[config.mk]
export PLATFORM = sky130hd
export DESIGN_NAME = udp_session_peer_table
export DESIGN_NICKNAME = d
export VERILOG_FILES = /design/src/rtl/usp_pkg.sv /design/src/rtl/udp_session_peer_table.sv
export SDC_FILE = /design/constraint.sdc
export NUM_CORES = 1
export LEC_CHECK = 0
export ABC_AREA = 1
export BUFFER_PORTS_ARGS = -buffer_cell sky130_fd_sc_hd__buf_4
export CAP_MARGIN = 20
export CORE_UTILIZATION = 28
export DETAILED_ROUTE_END_ITERATION = 10
export GPL_ROUTABILITY_DRIVEN = 0
export PLACE_DENSITY_LB_ADDON = 0.1
export SYNTH_ARGS = -nofsm -noshare
export SYNTH_HDL_FRONTEND = slang
export SYNTH_SLANG_ARGS = --single-unit
[constraint.sdc]
create_clock -name clk -period 36.3 [get_ports clk]
set_input_delay 10.89 -clock clk [delete_from_list [all_inputs] [get_ports clk]]
set_output_delay 10.89 -clock clk [all_outputs]
set_load 0.005 [all_outputs]
[src/rtl/usp_pkg.sv]
// Shared types and codes for the UDP session peer table.
package usp_pkg;

  localparam int SES_W = 4;

  // Operation codes
  localparam logic [2:0] MODE_START     = 3'd0;
  localparam logic [2:0] MODE_END       = 3'd1;
  localparam logic [2:0] MODE_KEEPALIVE = 3'd2;
  localparam logic [2:0] MODE_PAYLOAD   = 3'd3;
  localparam logic [2:0] MODE_RETRANS   = 3'd4;
  localparam logic [2:0] MODE_SWEEP     = 3'd5;
  localparam logic [2:0] MODE_CLOSE_ALL = 3'd6;
  localparam logic [2:0] MODE_UNKNOWN   = 3'd7;

  // Event codes
  localparam logic [3:0] EV_OK          = 4'd0;
  localparam logic [3:0] EV_CONNECTED   = 4'd1;
  localparam logic [3:0] EV_ENDED       = 4'd2;
  localparam logic [3:0] EV_ACCEPTED    = 4'd3;
  localparam logic [3:0] EV_BAD_SIZE    = 4'd4;
  localparam logic [3:0] EV_BAD_STATE   = 4'd5;
  localparam logic [3:0] EV_FULL        = 4'd6;
  localparam logic [3:0] EV_UNSUPPORTED = 4'd7;
  localparam logic [3:0] EV_KEEPALIVE   = 4'd8;
  localparam logic [3:0] EV_TIMED_OUT   = 4'd9;
  localparam logic [3:0] EV_SEND_END    = 4'd10;
  localparam logic [3:0] EV_DONE        = 4'd11;

  localparam logic [10:0] MIN_PAYLOAD_LEN = 11'd5;
  localparam logic [31:0] TIMEOUT_RESET   = 32'd30000;

  typedef struct packed {
    logic [2:0]  mode;
    logic [31:0] peer_address;
    logic [15:0] peer_port;
    logic [10:0] packet_length;
    logic [31:0] now_ms;
  } cmd_word_t;

  typedef struct packed {
    logic [3:0]       event_res;
    logic [SES_W-1:0] session_number;
    logic [31:0]      result_address;
    logic [15:0]      result_port;
    logic [31:0]      received_count;
    logic             last;
  } res_word_t;

  typedef struct packed {
    logic [31:0]      address;
    logic [15:0]      port;
    logic [SES_W-1:0] session;
    logic             connected;
    logic [31:0]      last_seen;
    logic [31:0]      packets;
  } entry_t;

endpackage

[src/rtl/udp_session_peer_table.sv]
// UDP session peer table: top level with entry memory and sequencer.
//
// One command word is taken when start is high and busy is low. Results
// come out one per cycle at most on result, each marked by result_strobe
// for one cycle; the receiver cannot stall them, and last marks the final
// result of a command. The peer table sits in a single-port-write,
// single-read memory of MAX_PEERS entries with a synchronous read, and
// a sequencer walks it entry by entry, reading and then checking each.
// Retransmit, unknown mode and bad-size commands are answered straight
// from idle without a table walk; a lookup reads entries in order until
// a hit or the end of the table; removing an entry shifts the later
// entries down by one; a sweep or close-all visits every peer, plus the
// shifts of removed peers. timeout_we writes the session timeout.
module udp_session_peer_table #(
  parameter int MAX_PEERS = 8
) (
  input  logic               clk,
  input  logic               rst,
  input  logic               start,
  input  usp_pkg::cmd_word_t cmd,
  output logic               busy,
  output logic               result_strobe,
  output usp_pkg::res_word_t result,
  input  logic               timeout_we,
  input  logic [31:0]        timeout_wdata
);
  import usp_pkg::*;

  localparam int IW = (MAX_PEERS > 1) ? $clog2(MAX_PEERS) : 1;
  localparam int CW = $clog2(MAX_PEERS + 1);
  localparam logic [CW-1:0] MAX_CNT = CW'(MAX_PEERS);

  typedef enum logic [3:0] {
    S_IDLE, S_FIND_RD, S_FIND_CHK, S_SHIFT_RD, S_SHIFT_WR,
    S_SWEEP_RD, S_SWEEP_CHK, S_CLOSE_RD, S_CLOSE_CHK
  } state_t;

  state_t      state;
  cmd_word_t   op;
  logic [31:0] timeout;
  logic [CW-1:0] count;
  logic [CW-1:0] idx;
  logic [CW-1:0] sp;
  logic        ret_sweep;

  entry_t      mem [MAX_PEERS];
  entry_t      mem_q;
  logic [IW-1:0] raddr;
  logic        wr_en;
  logic [IW-1:0] wr_addr;
  entry_t      wr_data;

  logic        hit;
  logic        expired;
  logic [CW-1:0] sp_inc;

  function automatic res_word_t mk(logic [3:0] ev, logic [SES_W-1:0] ses,
                                   logic [31:0] a, logic [15:0] p,
                                   logic [31:0] c, logic l);
    res_word_t r;
    r.event_res      = ev;
    r.session_number = ses;
    r.result_address = a;
    r.result_port    = p;
    r.received_count = c;
    r.last           = l;
    return r;
  endfunction

  // Entry memory: registered write request, synchronous read
  always_ff @(posedge clk) begin
    if (wr_en) begin
      mem[wr_addr] <= wr_data;
    end
    mem_q <= mem[raddr];
  end

  assign sp_inc = sp + CW'(1);

  always_comb begin
    if (state == S_SHIFT_RD) begin
      raddr = sp_inc[IW-1:0];
    end else begin
      raddr = idx[IW-1:0];
    end
  end

  assign hit     = (mem_q.address == op.peer_address) && (mem_q.port == op.peer_port);
  assign expired = (op.now_ms - mem_q.last_seen) > timeout;
  assign busy    = (state != S_IDLE);

  // Sequencer
  always_ff @(posedge clk) begin
    if (rst) begin
      state         <= S_IDLE;
      count         <= '0;
      timeout       <= TIMEOUT_RESET;
      result_strobe <= 1'b0;
      wr_en         <= 1'b0;
      idx           <= '0;
      sp            <= '0;
      ret_sweep     <= 1'b0;
    end else begin
      result_strobe <= 1'b0;
      wr_en         <= 1'b0;
      if (timeout_we) begin
        timeout <= timeout_wdata;
      end
      unique case (state)
        S_IDLE: begin
          if (start) begin
            op  <= cmd;
            idx <= '0;
            if (cmd.mode <= MODE_RETRANS && cmd.packet_length == '0) begin
              result_strobe <= 1'b1;
              result <= mk(EV_BAD_SIZE, '0, cmd.peer_address, cmd.peer_port, '0, 1'b1);
            end else if (cmd.mode == MODE_PAYLOAD &&
                         cmd.packet_length < MIN_PAYLOAD_LEN) begin
              result_strobe <= 1'b1;
              result <= mk(EV_BAD_SIZE, '0, cmd.peer_address, cmd.peer_port, '0, 1'b1);
            end else if (cmd.mode == MODE_RETRANS) begin
              result_strobe <= 1'b1;
              result <= mk(EV_OK, '0, cmd.peer_address, cmd.peer_port, '0, 1'b1);
            end else if (cmd.mode == MODE_SWEEP) begin
              state <= S_SWEEP_RD;
            end else if (cmd.mode == MODE_CLOSE_ALL) begin
              state <= S_CLOSE_RD;
            end else if (cmd.mode <= MODE_PAYLOAD) begin
              state <= S_FIND_RD;
            end else begin
              result_strobe <= 1'b1;
              result <= mk(EV_UNSUPPORTED, '0, cmd.peer_address, cmd.peer_port, '0,
                           1'b1);
            end
          end
        end

        // Issue a lookup read, or handle a miss at the end of the table
        S_FIND_RD: begin
          if (idx < count) begin
            state <= S_FIND_CHK;
          end else begin
            state         <= S_IDLE;
            result_strobe <= 1'b1;
            if (op.mode == MODE_START) begin
              if (count >= MAX_CNT) begin
                result <= mk(EV_FULL, '0, op.peer_address, op.peer_port, '0, 1'b1);
              end else begin
                wr_en   <= 1'b1;
                wr_addr <= count[IW-1:0];
                wr_data <= '{address: op.peer_address, port: op.peer_port,
                             session: SES_W'(count + CW'(1)), connected: 1'b1,
                             last_seen: op.now_ms, packets: '0};
                count   <= count + CW'(1);
                result <= mk(EV_CONNECTED, SES_W'(count + CW'(1)), op.peer_address,
                             op.peer_port, '0, 1'b1);
              end
            end else if (op.mode == MODE_PAYLOAD) begin
              result <= mk(EV_BAD_STATE, '0, op.peer_address, op.peer_port, '0, 1'b1);
            end else begin
              result <= mk(EV_OK, '0, op.peer_address, op.peer_port, '0, 1'b1);
            end
          end
        end

        // Compare one entry and act on a hit
        S_FIND_CHK: begin
          if (!hit) begin
            idx   <= idx + CW'(1);
            state <= S_FIND_RD;
          end else begin
            state         <= S_IDLE;
            result_strobe <= 1'b1;
            wr_addr       <= idx[IW-1:0];
            priority case (op.mode)
              MODE_START: begin
                wr_en   <= 1'b1;
                wr_data <= '{address: mem_q.address, port: mem_q.port,
                             session: mem_q.session, connected: 1'b1,
                             last_seen: op.now_ms, packets: mem_q.packets};
                result <= mk(EV_CONNECTED, mem_q.session, mem_q.address, mem_q.port,
                             mem_q.packets, 1'b1);
              end
              MODE_END: begin
                result <= mk(EV_ENDED, mem_q.session, mem_q.address, mem_q.port,
                             mem_q.packets, 1'b1);
                sp        <= idx;
                ret_sweep <= 1'b0;
                state     <= S_SHIFT_RD;
              end
              MODE_KEEPALIVE: begin
                wr_en   <= 1'b1;
                wr_data <= '{address: mem_q.address, port: mem_q.port,
                             session: mem_q.session, connected: mem_q.connected,
                             last_seen: op.now_ms, packets: mem_q.packets};
                result <= mk(EV_OK, mem_q.session, mem_q.address, mem_q.port,
                             mem_q.packets, 1'b1);
              end
              default: begin
                if (!mem_q.connected) begin
                  result <= mk(EV_BAD_STATE, '0, op.peer_address, op.peer_port, '0,
                               1'b1);
                end else begin
                  wr_en   <= 1'b1;
                  wr_data <= '{address: mem_q.address, port: mem_q.port,
                               session: mem_q.session, connected: mem_q.connected,
                               last_seen: op.now_ms,
                               packets: mem_q.packets + 32'd1};
                  result <= mk(EV_ACCEPTED, mem_q.session, mem_q.address, mem_q.port,
                               mem_q.packets + 32'd1, 1'b1);
                end
              end
            endcase
          end
        end

        // Shift later entries down by one over the removed slot
        S_SHIFT_RD: begin
          if (sp_inc < count) begin
            state <= S_SHIFT_WR;
          end else begin
            count <= count - CW'(1);
            state <= ret_sweep ? S_SWEEP_RD : S_IDLE;
          end
        end

        S_SHIFT_WR: begin
          wr_en   <= 1'b1;
          wr_addr <= sp[IW-1:0];
          wr_data <= mem_q;
          sp      <= sp_inc;
          state   <= S_SHIFT_RD;
        end

        // Sweep: drop expired peers, ask keepalive of the rest
        S_SWEEP_RD: begin
          if (idx < count) begin
            state <= S_SWEEP_CHK;
          end else begin
            state         <= S_IDLE;
            result_strobe <= 1'b1;
            result        <= mk(EV_DONE, '0, '0, '0, '0, 1'b1);
          end
        end

        S_SWEEP_CHK: begin
          if (!mem_q.connected) begin
            idx   <= idx + CW'(1);
            state <= S_SWEEP_RD;
          end else if (expired) begin
            result_strobe <= 1'b1;
            result <= mk(EV_TIMED_OUT, mem_q.session, mem_q.address, mem_q.port,
                         mem_q.packets, 1'b0);
            sp        <= idx;
            ret_sweep <= 1'b1;
            state     <= S_SHIFT_RD;
          end else begin
            result_strobe <= 1'b1;
            result <= mk(EV_KEEPALIVE, mem_q.session, mem_q.address, mem_q.port,
                         mem_q.packets, 1'b0);
            idx   <= idx + CW'(1);
            state <= S_SWEEP_RD;
          end
        end

        // Close-all: send end to every peer, then empty the table
        S_CLOSE_RD: begin
          if (idx < count) begin
            state <= S_CLOSE_CHK;
          end else begin
            count         <= '0;
            state         <= S_IDLE;
            result_strobe <= 1'b1;
            result        <= mk(EV_DONE, '0, '0, '0, '0, 1'b1);
          end
        end

        S_CLOSE_CHK: begin
          result_strobe <= 1'b1;
          result <= mk(EV_SEND_END, mem_q.session, mem_q.address, mem_q.port,
                       mem_q.packets, 1'b0);
          idx   <= idx + CW'(1);
          state <= S_CLOSE_RD;
        end

        default: state <= S_IDLE;
      endcase
    end
  end

endmodule

==> results of run 1 <==
-- path summary, 6_finish.rpt --
kind,cells past startpoint,start,to
setup / recovery,5,state[0],busy
setup reg to reg,23,op[2],sp[2]
hold / removal,2,timeout[19],timeout[19]
hold reg to reg,2,timeout[19],timeout[19]
-- kinds of logic (layout without fill, tap and decap cells) --
family	Yosys count	count (layout)	synth area share [%]
mux	2	2	0.03534
simple gates	1052	1052	7.428
xor+xnor	101	101	1.562
compound gates	1406	1406	14.60
fa+ha+maj	75	75	1.670
flops	1396	1396	71.03
buf+inv	518	859	3.671
other cells	0	1	0
-- area by class of cell --
type / count / area [um^2]
diodes: 1 / 2.502
clock buffers: 226 / 4496
clock inverters: 75 / 636.9
fillers: 19968 / 133900
inverters: 273 / 1052
multi-input cells: 2636 / 14430
flip-flops and latches: 1396 / 40240
well taps: 2656 / 3323
repair buffers: 285 / 2197
-- power breakdown --
part           switching [mW]  internal, mW
sequential             0.0811          1.86
clock                   0.666         0.916
combinational           0.452         0.225
total                    1.20          3.01
-- through the flow --
stage | cell area [um^2] | hold WS [ns] | utilization (%) | worst slack, ns | total power [mW]
5_1_grt | 66370 | 0.4918 | 33.14 | 23.04 | 4.411
2_1_floorplan | 56650 | 0.4395 | - | 12.91 | 2.407
6_report | 66370 | 0.4655 | 33.14 | 23.22 | 4.205
3_5_place_dp | 61240 | 0.4575 | 30.58 | 22.40 | 2.668
3_3_place_gp | 61190 | 0.4530 | 30.55 | 22.36 | 2.671
4_1_cts | 66370 | 0.4687 | 33.14 | 23.15 | 4.271
-- worst reg2reg max path: cells and delay by family, from the launching register on --
| kind | cells | cell delay (ns) |
|---|---|---|
| simple gates | 16 | 2.72 |
| flops | 1 | 0.41 |
| fa+ha+maj | 2 | 0.69 |
| compound gates | 5 | 1.61 |
-- cell usage in the layout, fill, tap and decap left out, drive strengths merged, types with 145 or more instances in the layout --
cell type  netlist  routed
dfxtp          168     168
o21bai         241     241
buf             99     285
clkbuf         146     226
o22ai          145     145
nand2          441     441
o21ai          684     684
nor2           492     492
inv            272     279
edfxtp        1228    1228
-- routing by layer --
metal / part of all wire, % / global-route usage, % / vias to the layer above
met3: 2.9 / 2.347 / 224
met2: 50 / 27.97 / 538
met5: 0 / 0 / -
met1: 45 / 21.18 / 17730
li1: - / - / 17039
met4: 2.6 / 4.958 / 0
-- registers in the layout, summed over array words and instances (netlist names), 4 cells and up --
name,flops
wr_data,117
sp,4
idx,4
mem_q,117
op,83
result,89
count,4
mem,936
timeout,32
state,4
==> metrics.txt, run 1 <==
status=complete, no violations; clock buffer count from CTS=160; Syn Nets=4,755; maximum vdd drop=0.00004795 V; DRT Pass-1 Iters=5; Worst Tran Pin Value=1.083 ns; fraction of registers with async set/reset=0%; Yosys reg bits=between 1,000 and 1,500; CTS tree=built; Setup violations, final=0; Core ar.=between 200,000 and 250,000 um^2; ys flop type=edfxtp_1; setup TNS=0 ns; largest net degree at the start of global routing=222; crit-path max FO=6; Post-Syn Instances=4,550; final cell count without fillers=7,548; clock latency on the worst-skew pair=roughly 0.8 ns; EDFF count, synth=~1,200; main area contributors after synthesis=edfxtp_1 65%, dfxtp_1 5.9%, o21ai_0 5.5%; Critical Path RT=25.41 ns; Worst Hold Class=flop to flop; DRT iter0 DRCs=2,439; Worst path slowest cell=dfxtp_1; vias in the first global route=between 30,000 and 40,000; PostCTS Resize Cnt=0; clk slew on worst S/H paths=0.06 ns; DP HPWL=94,320 um; CP bufs+invs=3; wire per inst=22.36 um; Initial Util=28.28%; Worst Skew=0.02666 ns; DR vias/cell=4.707; CP startpoint kind=flop; PortBufs=220; share of layout cells above drive strength 1=a little under an eighth; hold buffer count at cts=0; DRC Markers=0; period utilisation layout=36.05%; height of the die=451.8 um; most frequent cells after synthesis=1,228 x edfxtp_1, 621 x o21ai_0, 489 x nor2_1, 439 x nand2_1, 264 x inv_1; die area=204,100 um^2; post-route ant nets=0; largest area contributor in the netlist=edfxtp_1; Final Hold Viols=0; global route overflow=0; Final min period=13.08 ns; initial antenna violation count=3; unrepaired setup endpoints after global routing=false; P_leak=23.23 nW; sequential share of the synthesized area=71.03%; final wirelength=around 170,000 um; die width=451.8 um; H-tree Lvls=4; CP max stage delay=0.36 ns; max-slew violations=0; Vias=35,531; Rel. slew slack=about 28%; Sink Count=~1,400; Syn. warnings=0; Max Fclk=76.43 MHz; Netlist cell types=49; max cap viols=0; Syn Area/Cell=about 12 um^2; Synth Cell Area=56,650 um^2; Cells after DPL=7,246; most common cell in the synthesized netlist=edfxtp_1; Worst setup EP type=output pin; Syn-to-layout area delta=17.17%; Cell Pwr Density=63.35 nW/um^2; fin nets=4,957; Arr. time, crit path=roughly 2.2 ns; area share of the largest cell type after synthesis=65.10%; Max Root-Sink Buffers=3; setup slack, reg-to-reg=30.79 ns; Std-Cell Rows=about 160; I/O pin count=between 200 and 250; first-pass GRT wire length=247,200 um; Setup Buffers After CTS=0; crit path kind=flop to output pin; worst-path cell chain=nor2_1, inv_1, nor2_1, inv_1, buf_4; critical path's top delay family=buffers and inverters; GRT Util Overall=16.30%; clk root buf=clkbuf_16
Note: power is estimated with default switching activity, not from simulation.
==> run 2, diff against run 1 <==
--- a/config.mk
+++ b/config.mk
@@ -5,7 +5,7 @@
 export SDC_FILE = /design/constraint.sdc
 export NUM_CORES = 1
 export LEC_CHECK = 0
-export ABC_AREA = 1
+export ABC_AREA = 0
 export BUFFER_PORTS_ARGS = -buffer_cell sky130_fd_sc_hd__buf_4
 export CAP_MARGIN = 20
 export CORE_UTILIZATION = 28
==> constraint.sdc (replaced) <==
create_clock -name clk -period 11.1 [get_ports clk]
set_input_delay 3.33 -clock clk [delete_from_list [all_inputs] [get_ports clk]]
set_output_delay 3.33 -clock clk [all_outputs]
set_load 0.005 [all_outputs]
==> run 2 against run 1 <==
Compared with the run above: clock power grew to 3.4 times the previous value; total power grew to 2.9 times the previous value; cell count is 18% lower; sequential power grew to 3.1 times the previous value; first-iteration DRC count is 6.9% lower; core utilization is 0.47 points higher; die area is 2.5% lower; final area is 1.1% lower; critical endpoint unchanged; highest routed layer unchanged.
==> metrics.txt, run 2 <==
status=complete, no violations; setup TNS=0 ns; largest area contributor in the netlist=edfxtp_1; EDFF count, synth=about 1,200; Syn. warnings=0; PostCTS Resize Cnt=0; Syn-to-layout area delta=18.90%; vias in the first global route=~30,000; biggest regs=mem: 936 flops, mem_q: 117 flops, wr_data: 117 flops; most common cell after layout, fill and taps aside=edfxtp_1; PortBufs=220; max cap viols=0; Max Fclk=173.4 MHz; DRT iter0 DRCs=between 2,000 and 2,500; largest net degree at the start of global routing=119; max FFs per register=936; area share of the largest cell type after synthesis=66.77%; Cell Pwr Density=187.8 nW/um^2; Setup Buffers After CTS=0; initial antenna violation count=3; worst-path cell chain=nor4_1, inv_1, buf_4; most frequent cells after synthesis=1,228 x edfxtp_1, 234 x mux4_2, 168 x dfxtp_1, 167 x mux2_2, 152 x nand2_1; uppermost layer routed=met4; routed wl met3=4558 um; hold buffer count at cts=0; Rel. slew slack=26.79%; Std-Cell Rows=162; H-tree Lvls=4; post-route ant nets=0; final wirelength=147,400 um; Reg with most FFs=mem; Worst path slowest cell=nor4_1; clk root buf=clkbuf_16; Core ar.=between 150,000 and 200,000 um^2; clk slew on worst S/H paths=approximately 0.06 ns; die area=199,000 um^2; DR vias/cell=4.666; wire length on met2=roughly 72,000 um; CTS tree=built; Worst Tran Pin Value=approximately 1.1 ns; Worst Skew=0.02885 ns; clock buffer count from CTS=roughly 160; DRT Pass-1 Iters=5; Worst Hold Class=flop to flop; CP startpoint kind=flop; GRT Util Overall=14.83%; Yosys reg bits=about 1,400; Arr. time, crit path=2.44 ns; maximum vdd drop=0.0001334 V; die width=446.1 um; CP bufs+invs=2; DRC Markers=0; unrepaired setup endpoints after global routing=false; Final Hold Viols=0; I/O pin count=221; Syn Area/Cell=17.79 um^2; Filler Cell Count=between 15,000 and 20,000; period utilisation layout=51.96%; Setup violations, final=0; area occupied by multi-input gates=14,030 um^2; Worst setup EP type=output pin; DP HPWL=87,300 um; share of layout cells above drive strength 1=between 20% and 30%; max-slew violations=0; Vias=~29,000; most frequent cells in the layout=1,228 x edfxtp_1, 278 x buf_4, 234 x mux4_2; critical path's top delay family=simple AND/OR/NAND/NOR gates; crit-path max FO=19; DRT met1 WL=66,850 um; most common cell in the synthesized netlist=edfxtp_1; global route overflow=0; final core utilization=33.61%; overall power=12.33 mW; Post-Syn Instances=3,104; Final min period=5.767 ns; ys flop type=edfxtp_1; first-pass GRT wire length=roughly 220,000 um; Netlist cell types=73; fin nets=between 3,000 and 4,000; Critical Path RT=7.77 ns; P_leak=22.18 nW; main area contributors after synthesis=edfxtp_1 67%, mux4_2 9.5%, dfxtp_1 6.1%; crit path kind=flop to output pin; CP max stage delay=between 0.5 and 0.6 ns; Sink Count=about 1,400; fraction of registers with async set/reset=0%; sequential share of the synthesized area=72.86%; wire per inst=23.90 um; height of the die=446.1 um; Max Root-Sink Buffers=3; sequential cell area=between 40,000 and 50,000 um^2; clock latency on the worst-skew pair=0.80 ns; Initial Util=28.27%; Syn Nets=between 3,000 and 4,000; Synth Cell Area=about 55,000 um^2
-- run 2: worst paths after layout --
| path | start | to | slack [ns] | cells past startpoint |
|---|---|---|---|---|
| hold reg to reg | timeout[23] | timeout[23] | 0.50 | 2 |
| setup reg to reg | op[0] | sp[1] | 5.62 | 22 |
| setup / recovery | state[1] | busy | 5.33 | 3 |
| hold / removal | timeout[23] | timeout[23] | 0.50 | 2 |
-- run 2: per-layer routing --
metal / GRT usage, % / up-vias
met2: 24.63 / 562
met5: 0 / -
li1: - / 12989
met4: 4.904 / 0
met3: 2.061 / 203
met1: 19.88 / 15014
-- run 2: where the power goes --
| group | total [mW] | internal [mW] | switching, mW |
|---|---|---|---|
| sequential | 5.98 | 5.85 | 0.127 |
| combinational | 0.943 | 0.432 | 0.511 |
| clock | 5.41 | 3.27 | 2.14 |
| total | 12.3 | 9.56 | 2.78 |
-- run 2: through the flow --
stage	instances	setup slack (ns)	hold WS [ns]	area, um^2
after floorplan	3104	0.1124	0.4604	55230
after global placement	5861	4.858	0.4747	60180
after detailed placement	5864	4.845	0.4798	60220
after CTS	6160	5.248	0.4939	65630
after global routing	6163	5.166	0.5110	65660
final	6165	5.333	0.4957	65670
-- run 2: worst register-to-register path, delay by kind of cell (launching register included) --
kind / cells / cell delay [ns]
AOI/OAI and AO/OA: 10 / 2.50
adders and majority gates: 3 / 0.87
and+or+nand+nor: 5 / 1.12
xor gates and xnor gates: 1 / 0.19
DFF: 1 / 0.35
buffers and inverters: 2 / 0.15
muxes: 1 / 0.21
-- run 2: area by class of cell --
cell class                      instances  area share, %
Sequential cell                      1396          61.27
Multi-Input combinational cell       1432          21.36
Clock buffer                          219          6.760
Tap cell                             2624          5.000
Timing Repair Buffer                  285          3.380
Clock inverter                         77          1.479
Inverter                              129         0.7374
Antenna cell                            3        0.01143
-- run 2: cells by family after synthesis --
logic type	after synthesis	share of synthesized area (%)
adders and majority gates	75	1.713
muxes	430	13.47
DFF	1396	72.86
buffers and inverters	276	2.028
and+or+nand+nor	412	3.453
xor gates and xnor gates	85	1.348
AOI/OAI and AO/OA	430	5.131
